$ cat config.mk
export PLATFORM = sky130hd
export DESIGN_NAME = relu_neuron_train_step
export DESIGN_NICKNAME = d
export VERILOG_FILES = /design/src/sv/rnts_pkg.sv /design/src/sv/rnts_ram.sv /design/src/sv/rnts_alu.sv /design/src/sv/relu_neuron_train_step.sv
export SDC_FILE = /design/constraint.sdc
export NUM_CORES = 2
export LEC_CHECK = 0
export ABC_AREA = 1
export BUFFER_PORTS_ARGS = -buffer_cell sky130_fd_sc_hd__buf_2
export CAP_MARGIN = 20
export CELL_PAD_IN_SITES_DETAIL_PLACEMENT = 1
export CELL_PAD_IN_SITES_GLOBAL_PLACEMENT = 1
export CORE_ASPECT_RATIO = 0.7
export CORE_MARGIN = 2
export CORE_UTILIZATION = 40
export CTS_CLUSTER_SIZE = 20
export DETAILED_ROUTE_END_ITERATION = 8
export GPL_ROUTABILITY_DRIVEN = 1
export GPL_TIMING_DRIVEN = 0
export PLACE_DENSITY_LB_ADDON = 0.1
export SLEW_MARGIN = 10
export SYNTH_ARGS = -nofsm -noshare
export SYNTH_HDL_FRONTEND = slang
export SYNTH_HIERARCHICAL = 1
export SYNTH_SLANG_ARGS = --single-unit
$ cat constraint.sdc
create_clock -name clk -period 19 [get_ports clk]
set_clock_uncertainty 0.15 [all_clocks]
set_input_delay 3.8 -clock clk [delete_from_list [all_inputs] [get_ports clk]]
set_output_delay 3.8 -clock clk [all_outputs]
set_load 0.05 [all_outputs]
$ cat src/sv/rnts_pkg.sv
// ---------------------------------------------------------------------------
// rnts_pkg - shared types and codes for the ReLU training neuron
// Request and result codes, stage structs and a 16-bit saturator.
// ---------------------------------------------------------------------------
package rnts_pkg;

	localparam int DATA_W     = 16;
	localparam int ACT_W      = 15;
	localparam int IDX_W      = 6;
	localparam int INDEX_SPAN = 64;
	localparam int ACC_W      = 40;
	localparam int MUL_W      = 17;
	localparam int PROD_W     = 2 * MUL_W;

	// request codes
	localparam logic [2:0] REQ_LOAD_W  = 3'd0;
	localparam logic [2:0] REQ_LOAD_B  = 3'd1;
	localparam logic [2:0] REQ_FORWARD = 3'd2;
	localparam logic [2:0] REQ_TARGET  = 3'd3;
	localparam logic [2:0] REQ_HIDDEN  = 3'd4;
	localparam logic [2:0] REQ_UPDATE  = 3'd5;
	localparam logic [2:0] REQ_READ_W  = 3'd6;

	// result kinds
	localparam logic [1:0] KIND_ACT      = 2'd0;
	localparam logic [1:0] KIND_OUT_GRAD = 2'd1;
	localparam logic [1:0] KIND_HID_GRAD = 2'd2;
	localparam logic [1:0] KIND_READ     = 2'd3;

	typedef struct packed {
		logic [2:0]        req_type;
		logic [IDX_W-1:0]  index;
		logic [DATA_W-1:0] value;
		logic [DATA_W-1:0] next_weight;
		logic              last;
	} item_t;

	typedef struct packed {
		logic [ACC_W-1:0]  acc;
		logic [DATA_W-1:0] bias;
		logic [ACT_W-1:0]  nout;
		logic [DATA_W-1:0] grad;
	} state_t;

	typedef struct packed {
		logic [1:0]        kind;
		logic [ACT_W-1:0]  activation;
		logic [DATA_W-1:0] grad_value;
		logic [ACT_W-1:0]  half_sq_error;
		logic [DATA_W-1:0] weight_value;
	} result_t;

	// clamp a wide signed value to the signed 16-bit range
	function automatic logic [DATA_W-1:0] sat16(input logic signed [ACC_W-1:0] v);
		if (!v[ACC_W-1] && (|v[ACC_W-2:DATA_W-1])) begin
			return {1'b0, {(DATA_W-1){1'b1}}};
		end else if (v[ACC_W-1] && !(&v[ACC_W-2:DATA_W-1])) begin
			return {1'b1, {(DATA_W-1){1'b0}}};
		end else begin
			return v[DATA_W-1:0];
		end
	endfunction

endpackage

$ cat src/sv/rnts_ram.sv
// ---------------------------------------------------------------------------
// rnts_ram - generic single-port-write, single-port-read RAM
// One write and one registered read per cycle; read returns old data.
// ---------------------------------------------------------------------------
module rnts_ram #(
	parameter int WIDTH = 16,
	parameter int DEPTH = 64,
	localparam int AW = (DEPTH > 1) ? $clog2(DEPTH) : 1
) (
	input  logic             clk,
	input  logic             wr_en,
	input  logic [AW-1:0]    wr_addr,
	input  logic [WIDTH-1:0] wr_data,
	input  logic             rd_en,
	input  logic [AW-1:0]    rd_addr,
	output logic [WIDTH-1:0] rd_data
);

	logic [WIDTH-1:0] mem [DEPTH];

	always_ff @(posedge clk) begin
		if (wr_en) begin
			mem[wr_addr] <= wr_data;
		end
		if (rd_en) begin
			rd_data <= mem[rd_addr];
		end
	end

endmodule

$ cat src/sv/rnts_alu.sv
// ---------------------------------------------------------------------------
// rnts_alu - single-pass arithmetic for one request
// One shared 17x17 multiplier, accumulate, ReLU, gradients and updates.
// ---------------------------------------------------------------------------
module rnts_alu #(
	parameter int FRAC_BITS = 12
) (
	input  rnts_pkg::item_t    item,
	input  logic [15:0]        weight,
	input  rnts_pkg::state_t   st,
	output rnts_pkg::state_t   st_nxt,
	output logic               wr_en,
	output logic [15:0]        wr_data,
	output logic               res_en,
	output rnts_pkg::result_t  res
);
	import rnts_pkg::*;

	logic signed [MUL_W-1:0]  diff;
	logic signed [MUL_W-1:0]  mul_a;
	logic signed [MUL_W-1:0]  mul_b;
	logic signed [PROD_W-1:0] prod;
	logic signed [PROD_W-1:0] upd_sh;
	logic [PROD_W-1:0]        sq_sh;
	logic signed [ACC_W-1:0]  acc_sum;
	logic signed [ACC_W-1:0]  pre_act;
	logic signed [ACC_W-1:0]  act_sh;
	logic signed [ACC_W-1:0]  acc_sh;
	logic signed [ACC_W-1:0]  w_sum;
	logic signed [ACC_W-1:0]  b_sum;
	logic [ACT_W-1:0]         act;
	logic [ACT_W-1:0]         half_sq;
	logic                     nout_pos;

	// operand select for the shared multiplier
	always_comb begin
		diff  = MUL_W'($signed(item.value)) - MUL_W'($signed({1'b0, st.nout}));
		mul_a = (item.req_type == REQ_TARGET) ? diff : MUL_W'($signed(item.value));
		unique case (item.req_type)
			REQ_HIDDEN: begin
				mul_b = MUL_W'($signed(item.next_weight));
			end
			REQ_UPDATE: begin
				mul_b = MUL_W'($signed(st.grad));
			end
			REQ_TARGET: begin
				mul_b = diff;
			end
			default: begin
				mul_b = MUL_W'($signed(weight));
			end
		endcase
		prod = mul_a * mul_b;
	end

	always_comb begin
		acc_sum = st.acc + ACC_W'(prod);
		pre_act = acc_sum + (ACC_W'($signed(st.bias)) <<< FRAC_BITS);
		act_sh  = pre_act >>> FRAC_BITS;
		acc_sh  = acc_sum >>> FRAC_BITS;
		upd_sh  = prod >>> FRAC_BITS;
		w_sum   = ACC_W'($signed(weight)) + ACC_W'(upd_sh);
		b_sum   = ACC_W'($signed(st.bias)) + ACC_W'($signed(st.grad));
		sq_sh   = $unsigned(prod) >> (FRAC_BITS + 1);
		half_sq = (|sq_sh[PROD_W-1:ACT_W]) ? '1 : sq_sh[ACT_W-1:0];
		if (act_sh[ACC_W-1]) begin
			act = '0;
		end else if (|act_sh[ACC_W-2:ACT_W]) begin
			act = '1;
		end else begin
			act = act_sh[ACT_W-1:0];
		end
		nout_pos = |st.nout;
	end

	always_comb begin
		st_nxt  = st;
		wr_en   = 1'b0;
		wr_data = item.value;
		res_en  = 1'b0;
		res     = '0;
		unique case (item.req_type)
			REQ_LOAD_W: begin
				wr_en = 1'b1;
			end
			REQ_LOAD_B: begin
				st_nxt.bias = item.value;
			end
			REQ_FORWARD: begin
				st_nxt.acc = acc_sum;
				if (item.last) begin
					st_nxt.nout        = act;
					st_nxt.acc         = '0;
					res_en             = 1'b1;
					res.kind           = KIND_ACT;
					res.activation     = act;
				end
			end
			REQ_TARGET: begin
				st_nxt.grad       = nout_pos ? sat16(ACC_W'(diff)) : '0;
				res_en            = 1'b1;
				res.kind          = KIND_OUT_GRAD;
				res.grad_value    = st_nxt.grad;
				res.half_sq_error = half_sq;
			end
			REQ_HIDDEN: begin
				st_nxt.acc = acc_sum;
				if (item.last) begin
					st_nxt.grad    = nout_pos ? sat16(acc_sh) : '0;
					st_nxt.acc     = '0;
					res_en         = 1'b1;
					res.kind       = KIND_HID_GRAD;
					res.grad_value = st_nxt.grad;
				end
			end
			REQ_UPDATE: begin
				wr_en   = 1'b1;
				wr_data = sat16(w_sum);
				if (item.last) begin
					st_nxt.bias = sat16(b_sum);
				end
			end
			REQ_READ_W: begin
				res_en           = 1'b1;
				res.kind         = KIND_READ;
				res.weight_value = weight;
			end
			default: begin
			end
		endcase
	end

endmodule

$ cat src/sv/relu_neuron_train_step.sv
// ---------------------------------------------------------------------------
// relu_neuron_train_step - one ReLU neuron with online training, Q4.12
// Loads, forward/hidden accumulation, gradients, weight updates, read-back.
// ---------------------------------------------------------------------------
//
//  channel | handshake            | payload
//  --------+----------------------+---------------------------------------------
//  request | req_valid, req_stall | req_type, index, value, next_weight, last
//  result  | res_valid, res_stall | kind, activation, grad_value,
//          |                      | half_sq_error, weight_value
//
// One request per cycle while req_stall is low. A request is registered at
// acceptance while the weight RAM read is issued; the single-pass
// arithmetic stage then retires it and a result lands in the output
// register, which drives the result channel.
// Reset clears the handshake state, the forward pointer, accumulator,
// bias, neuron output and gradient; weight RAM contents stay undefined.
// While a result waits under res_stall, a result-bearing request in the
// arithmetic stage holds and req_stall rises; other requests still retire.
// ---------------------------------------------------------------------------
module relu_neuron_train_step #(
	parameter int MAX_INPUTS = 64,
	parameter int FRAC_BITS  = 12
) (
	input  logic               clk,
	input  logic               arst_n,
	// request channel
	input  logic               req_valid,
	output logic               req_stall,
	input  logic [2:0]         req_type,
	input  logic [5:0]         index,
	input  logic signed [15:0] value,
	input  logic signed [15:0] next_weight,
	input  logic               last,
	// result channel
	output logic               res_valid,
	input  logic               res_stall,
	output logic [1:0]         kind,
	output logic [14:0]        activation,
	output logic signed [15:0] grad_value,
	output logic [14:0]        half_sq_error,
	output logic signed [15:0] weight_value
);
	import rnts_pkg::*;

	localparam int AW = (MAX_INPUTS > 1) ? $clog2(MAX_INPUTS) : 1;

	item_t          item_in;
	item_t          item_s1;
	logic           valid_s1;
	logic [AW-1:0]  addr_s1;
	logic           byp_hit_s1;
	logic [15:0]    byp_data_s1;
	logic [AW-1:0]  ptr_q;
	logic [AW-1:0]  idx_addr;
	logic [AW-1:0]  rd_addr;
	logic [15:0]    ram_rdata;
	logic [15:0]    weight_s1;
	state_t         st_q;
	state_t         st_nxt;
	logic           alu_wr_en;
	logic [15:0]    alu_wr_data;
	logic           alu_res_en;
	result_t        alu_res;
	result_t        res_q;
	logic           res_valid_q;
	logic           req_fire;
	logic           fire_s1;
	logic           out_free;

	assign item_in = '{
		req_type:    req_type,
		index:       index,
		value:       value,
		next_weight: next_weight,
		last:        last
	};

	// index folded into the weight store depth; a constant lookup over the index span
	always_comb begin
		idx_addr = '0;
		for (int i = 0; i < INDEX_SPAN; i++) begin
			if (index == IDX_W'(i)) begin
				idx_addr = AW'(i % MAX_INPUTS);
			end
		end
	end

	// ---------------------------------------------------------------------
	// Handshake and stage advance
	// ---------------------------------------------------------------------
	assign out_free  = !res_valid_q || !res_stall;
	assign fire_s1   = valid_s1 && (!alu_res_en || out_free);
	assign req_stall = valid_s1 && !fire_s1;
	assign req_fire  = req_valid && !req_stall;

	// forward elements walk the store in order; other requests address by index
	assign rd_addr = (req_type == REQ_FORWARD) ? ptr_q : idx_addr;

	// ---------------------------------------------------------------------
	// Weight store. Writes retire from stage 1; a write to the address being
	// read in the same cycle is caught by the bypass register.
	// ---------------------------------------------------------------------
	rnts_ram #(
		.WIDTH (16),
		.DEPTH (MAX_INPUTS)
	) u_wram (
		.clk     (clk),
		.wr_en   (fire_s1 && alu_wr_en),
		.wr_addr (addr_s1),
		.wr_data (alu_wr_data),
		.rd_en   (req_fire),
		.rd_addr (rd_addr),
		.rd_data (ram_rdata)
	);

	assign weight_s1 = byp_hit_s1 ? byp_data_s1 : ram_rdata;

	rnts_alu #(
		.FRAC_BITS (FRAC_BITS)
	) u_alu (
		.item    (item_s1),
		.weight  (weight_s1),
		.st      (st_q),
		.st_nxt  (st_nxt),
		.wr_en   (alu_wr_en),
		.wr_data (alu_wr_data),
		.res_en  (alu_res_en),
		.res     (alu_res)
	);

	// ---------------------------------------------------------------------
	// Control registers
	// ---------------------------------------------------------------------
	always_ff @(posedge clk or negedge arst_n) begin
		if (!arst_n) begin
			valid_s1    <= 1'b0;
			byp_hit_s1  <= 1'b0;
			ptr_q       <= '0;
			st_q        <= '0;
			res_valid_q <= 1'b0;
		end else begin
			if (req_fire) begin
				valid_s1   <= 1'b1;
				byp_hit_s1 <= fire_s1 && alu_wr_en && (addr_s1 == rd_addr);
			end else if (fire_s1) begin
				valid_s1 <= 1'b0;
			end

			// forward element position; a last forward or hidden element restarts it
			if (req_fire) begin
				if ((req_type == REQ_FORWARD) && !last) begin
					ptr_q <= (ptr_q == AW'(MAX_INPUTS - 1)) ? '0 : ptr_q + AW'(1);
				end else if (((req_type == REQ_FORWARD) || (req_type == REQ_HIDDEN)) && last) begin
					ptr_q <= '0;
				end
			end

			if (fire_s1) begin
				st_q <= st_nxt;
			end

			if (fire_s1 && alu_res_en) begin
				res_valid_q <= 1'b1;
			end else if (!res_stall) begin
				res_valid_q <= 1'b0;
			end
		end
	end

	// ---------------------------------------------------------------------
	// Payload registers
	// ---------------------------------------------------------------------
	always_ff @(posedge clk) begin
		if (req_fire) begin
			item_s1     <= item_in;
			addr_s1     <= rd_addr;
			byp_data_s1 <= alu_wr_data;
		end
		if (fire_s1 && alu_res_en) begin
			res_q <= alu_res;
		end
	end

	assign res_valid     = res_valid_q;
	assign kind          = res_q.kind;
	assign activation    = res_q.activation;
	assign grad_value    = $signed(res_q.grad_value);
	assign half_sq_error = res_q.half_sq_error;
	assign weight_value  = $signed(res_q.weight_value);

endmodule

Word level (Yosys, flattened, before mapping)
Memories as Yosys holds them, arrays and structs flattened. A register that Yosys moved wholly into a read port is not among the register bits.
Cells that the tools add are included.
- $add $sub $neg: 6
- $mul: 1
- div/mod/pow operators: 0
- magnitude comparators: 0
- eq/ne operators: 76
- shift operators: 0
- muxes and demuxes: 102
- bitwise gates (word level): 0
- reduce and logical (&&, ||, !) cells: 58
- operators with widths (kind ; count):
    $mux 6 ; 65
    $mux 16 ; 15
    $eq 6x6->1 const B ; 33
    $eq 6x5->1 const B ; 16
    $pmux 16 s2 ; 3
    $pmux 17 s3 ; 1
    $eq 6x4->1 const B ; 8
    $reduce_and 24->1 ; 2
    $reduce_or 24->1 ; 2
    $mux 15 ; 3
    $add 40x28->40 ; 1
    $add 40x40->40 ; 1
    $mux 40 ; 1
    $mul 17x17->34 ; 1
    $reduce_or 13->1 ; 2
    $eq 6x3->1 const B ; 4
    $add 16x22->23 ; 1
    $add 16x16->17 ; 1
    $mux 17 ; 1
    $sub 16x16->17 ; 1
    $logic_and 1x1->1 ; 16
    $reduce_or 15->1 ; 1
    $logic_not 1->1 ; 14
    $reduce_and 13->1 ; 1
    other kinds (20) ; 49
- register bits: 218
- bits in latches: 0
- memory bits (writable): 1024
- ROM bits: 0
- output and inout bits: 66
- memories: 1
- memories (memory ; words ; width ; rd ports ; clocked after memory_dff ; write ports ; line ; source):
    u_wram.mem ; 64 ; 16 ; 1 ; 1 ; 1 ; rnts_ram.sv:19 ; logic [WIDTH-1:0] mem [DEPTH];

Depth between registers and ports, before layout
- word-level depth: 67
- mapped depth: 72

Cells and area by module
Netlist, hierarchy kept.
- modules (own cells, without submodules) (module ; times used ; cells each ; area an instance (um^2) ; seq. area each (um^2)):
    rnts_ram ; 1 ; 3517 ; 42259.3 ; 31230.0
    rnts_alu ; 1 ; 3507 ; 22188.8 ; 0.0
    relu_neuron_train_step ; 1 ; 453 ; 8017.7 ; 6246.0

Least setup slack after synthesis
Ideal clock, no wire load.
- path type: reg-to-reg
- from: register item_s1[17] in the netlist's numbering
- to: register byp_data_s1[10] (data pin)
- library setup time: 0.732 ns
- data arrival time: 11.354 ns
- data required time: 18.118 ns
- path slack: 6.764 ns
- stages on the path, launching flop included: 49
- buffers on the path: 2
- clock period less this slack: 12.236 ns
- path through: edfxtp_1 -> inv_1 -> ha_1 -> fa_1 -> nand3b_1 -> nand2_1 -> a21o_1 -> nand2_1 -> nand2_1 -> a21oi_1 -> xor2_1 -> inv_1 -> nand2_1 -> o21ai_0 -> clkbuf_1 -> nand2_1 -> fa_1 -> inv_1 -> (+13 left out) -> o21ai_0 -> nand2_1 -> nand2_1 -> nand2_1 -> nand2_1 -> inv_1 -> ha_1 -> nand2_1 -> nor4_1 -> nand4_1 -> nand3_1 -> xnor2_1 -> nor2_1 -> nand4_1 -> nand2_1 -> buf_4 -> nand2_1 -> a21boi_0
- cells in the longest elaborated chain, start to end: 10
- elaborated cells on any way between the ends: 14
- ends and longest elaborated chain (what ; line ; source):
    start, declared ; relu_neuron_train_step.sv:49 ; item_t item_s1;
    start signal, assigned ; relu_neuron_train_step.sv:176 ; item_s1 <= item_in;
    $sub 16x16->17 ; rnts_alu.sv:37 ; diff = MUL_W'($signed(item.value)) - MUL_W'($signed({1'b0, st.nout}));
    $pmux 17 s3 or $mux 17 (tied branches) ; rnts_alu.sv:39, rnts_alu.sv:38 ;
    $mul 17x17->34 * ; rnts_alu.sv:53 ; prod = mul_a * mul_b;
    $add 16x22->23 * ; rnts_alu.sv:62 ; w_sum = ACC_W'($signed(weight)) + ACC_W'(upd_sh);
    $reduce_and 24->1 ; rnts_pkg.sv:57 ; end else if (v[ACC_W-1] && !(&v[ACC_W-2:DATA_W-1])) begin
    $logic_not 1->1 ; rnts_pkg.sv:57 ;
    $logic_and 1x1->1 ; rnts_pkg.sv:57 ;
    $mux 16 ; rnts_pkg.sv:57 ;
    $mux 16 * ; rnts_pkg.sv:55 ; if (!v[ACC_W-1] && (|v[ACC_W-2:DATA_W-1])) begin
    $mux 16 * ; rnts_alu.sv:82 ; unique case (item.req_type)
    named net alu_wr_data[10] ; relu_neuron_train_step.sv:62 ; logic [15:0] alu_wr_data;
    end signal, assigned ; relu_neuron_train_step.sv:178 ; byp_data_s1 <= alu_wr_data;
    end, declared ; relu_neuron_train_step.sv:53 ; logic [15:0] byp_data_s1;
Mark *: on every way through the listed nets, which the timed path passes. The rest lies on a longest branch.
A chain may end at the register's enable or synchronous reset.

Worst setup path in the final report
- from: register item_s1[17] in the netlist's numbering
- to: register st_q[24] in the netlist's numbering
- cells in the longest elaborated chain, start to end: 8
- elaborated cells on any way between the ends: 9
- ends and longest elaborated chain (what ; line ; source):
    $sub 16x16->17 ; rnts_alu.sv:37 ;
    $pmux 17 s3 or $mux 17 (tied branches) ; rnts_alu.sv:39, rnts_alu.sv:38 ;
    $mul 17x17->34 * ; rnts_alu.sv:53 ;
    $add 40x40->40 * ; rnts_alu.sv:57 ; acc_sum = st.acc + ACC_W'(prod);
    $add 40x28->40 * ; rnts_alu.sv:58 ; pre_act = acc_sum + (ACC_W'($signed(st.bias)) <<< FRAC_BITS);
    $reduce_or 13->1 ; rnts_alu.sv:68 ; end else if (|act_sh[ACC_W-2:ACT_W]) begin
    $mux 15 ; rnts_alu.sv:68 ;
    $mux 15 * ; rnts_alu.sv:66 ; if (act_sh[ACC_W-1]) begin
    end signal, assigned ; relu_neuron_train_step.sv:160 ; st_q <= st_nxt;
    end, declared ; relu_neuron_train_step.sv:59 ; state_t st_q;
Mark *: on every way between the ends. The rest lies on a longest branch, timed or not.

==> metrics.yaml <==
unrepaired_setup_endpoints_after_global_routing: "false"
drv_slew: 0
crit_required_ns: 19.55
slew_at_the_pin_closest_to_its_max_slew_limit_ns: 1.23
pin_count_of_the_biggest_net_entering_global_routing: 77
ctsLongestPathBuffers: 3
drt_iter0_drc: 6756
die_h_um: 360
synthesis.instances: 7471
critical_path.max_fanout: 10
cp_data_arrival_time_ns: 15.59
final-hold-violation-count: 0
vias: 58600
hold_path_startpoint: "ptr_q[2]"
port_buffers: 111
number_of_rows_in_the_core_area: 130
cts_tree: "done"
antenna_violating_nets_left: 0
ctsHoldBuffers: 0
antenna_found_initial: 22
filler_cell_count: 20100
status: "complete, no violations"
holdCritPathClass: "reg2reg"
timing.slew.headroom_pct: 17.6
critical_path.reg2reg.startpoint: "item_s1[17]"
max_clock_freq_mhz: 66.5
floorplan.die_area_mm2: 0.184
cts.reportedPaths.clkPinSlew_ns: 0.07
drcViolationCount: 0
io-pin-count: 112
timing.hold.worst_endpoint: "ptr_q[2]"
timing.final.crit_share_pct: 79.2
insertion_delay_ns: 0.81
finalSetupViolations: 0
post-place-cells: 10100
vias_in_the_first_global_route: 58200
globalRouteOverflowTotal: 0
grt_pass1_wl_um: 419000
post_synth.cell_area_avg_um2: 9.68
vias_per_cell: 5.67
critical_path.endpoint_type: "flip-flop"
postLayoutCoreUtil_pct: 46.3
holdPathStages: 1
global_route.usage.total_pct: 31.6
mappedNetlistArea_mm2: 0.0723
detailedPlacementHpwl_um: 231000
finalWorstPathRequiredPeriod_ns: 15.04
crit_type: "reg2reg"
initial_utilization_pct: 40.3
drt-wirelength-per-cell_um: 28.4
regToRegSetupSlack_ns: 3.96
drive_above_1_share_pct: 11.8
drt_first_pass_iters: 5
setup.worst_path.start_class: "flip-flop"
mappedNetlistNets: 8027
die_width_um: 512
critical-path-max-stage-delay_ns: 0.99
final.setup.tns_ns: 0
synthesis.yosys.warnings: 6
cts_buffers: 135
cts.repair_timing.setup_buffer_count: 0
drt-total-wl_um: 294000
post_cts_resize_count: 0
area_delta_synth_final_pct: 14.9
clock_tree_root_driver_cell: "sky130_fd_sc_hd__clkbuf_16"
slowest_stage: "sky130_fd_sc_hd__xor2_1"
maxcap_violations: 0
crit-reg2reg-capture: "st_q[24]"
clock_tree.htree_level_count: 4
cts.sinks: 1258
routabilityCongestion: 0.960
worst-r2r-cell-count: 57
nets: 8407
fp.coreArea_mm2: 0.179
final_cell_count_no_fill: 10300
-- critical path: cells and delay by family, from the launching register on --
kind                     cells  cell delay (ns)
XOR/XNOR                     3             1.94
buffers and inverters       13             1.70
AO/OA/AOI/OAI               12             3.43
flip-flops                   1             0.57
adder cells (fa/ha/maj)     11             4.61
AND/OR/NAND/NOR             17             2.24
multiplexers                 1             0.27
-- layout by cell type (no fill, tap or decap), types with 91 or more instances in the layout --
master,instances
sky130_fd_sc_hd__nand2_1,2274
sky130_fd_sc_hd__nand3_1,1075
sky130_fd_sc_hd__mux2_2,91
sky130_fd_sc_hd__dfrtp_1,96
sky130_fd_sc_hd__ha_1,209
sky130_fd_sc_hd__o21ai_0,131
sky130_fd_sc_hd__buf_2,253
sky130_fd_sc_hd__inv_1,763
sky130_fd_sc_hd__fa_1,301
sky130_fd_sc_hd__edfxtp_1,1162
sky130_fd_sc_hd__clkbuf_1,99
sky130_fd_sc_hd__clkbuf_16,137
sky130_fd_sc_hd__nor2_1,348
sky130_fd_sc_hd__a21oi_1,162
-- sequential cells by signal (all words and copies together) (netlist names) --
name	cells
byp_hit_s1	1
grad_value	16
activation	15
st_q	87
u_wram/mem	1024
u_wram/rd_data	16
valid_s1	1
half_sq_error	15
item_s1	36
kind	2
byp_data_s1	16
weight_value	16
res_valid	1
ptr_q	6
addr_s1	6
-- worst max-delay path by stage --
stage | start | end | slack, ns | depth (start not counted)
6_report | item_s1[17] | st_q[24] | 3.96 | 57
4_1_cts | item_s1[17] | st_q[24] | 4.23 | 53
3_3_place_gp | item_s1[17] | u_wram/mem[6][4] | -3.28 | 49
2_1_floorplan | item_s1[17] | byp_data_s1[10] | 6.76 | 48
5_1_grt | item_s1[17] | st_q[20] | 3.28 | 66
3_5_place_dp | item_s1[17] | st_q[20] | 4.33 | 53
-- per-stage QoR --
stage / cell area (µm²) / setup slack, ns / hold slack (ns)
floorplan: 72300 / 6.76 / 0.297
detailed placement: 78500 / 4.33 / 0.326
CTS: 83000 / 4.23 / 0.349
finish: 83000 / 3.96 / 0.348
global placement: 75800 / -3.28 / 0.322
global route: 83000 / 3.28 / 0.378
-- layout make-up --
cell class,count,area (µm²),share of cell area (%)
sequential,1258,37300,44.9
multi-input combinational,5104,30600,36.8
clock buffer,171,3600,4.33
inverter,800,3010,3.63
tap,2376,2970,3.58
timing repair buffer,243,2820,3.39
buffer,309,1850,2.22
clock inverter,75,882,1.06
antenna,9,22.5,0.0271
-- metal layers --
metal	vias up	track usage, %	routed length (µm)
met2	2537	42.2	115000
met1	30100	50.2	141000
met3	321	8.84	33000
met4	2	5.74	5130
li1	25700	-	-
met5	-	0	12
Power is left out: the tool's default activity adds up to more than one toggle a clock period on the data nets, which glitch-free logic cannot reach.
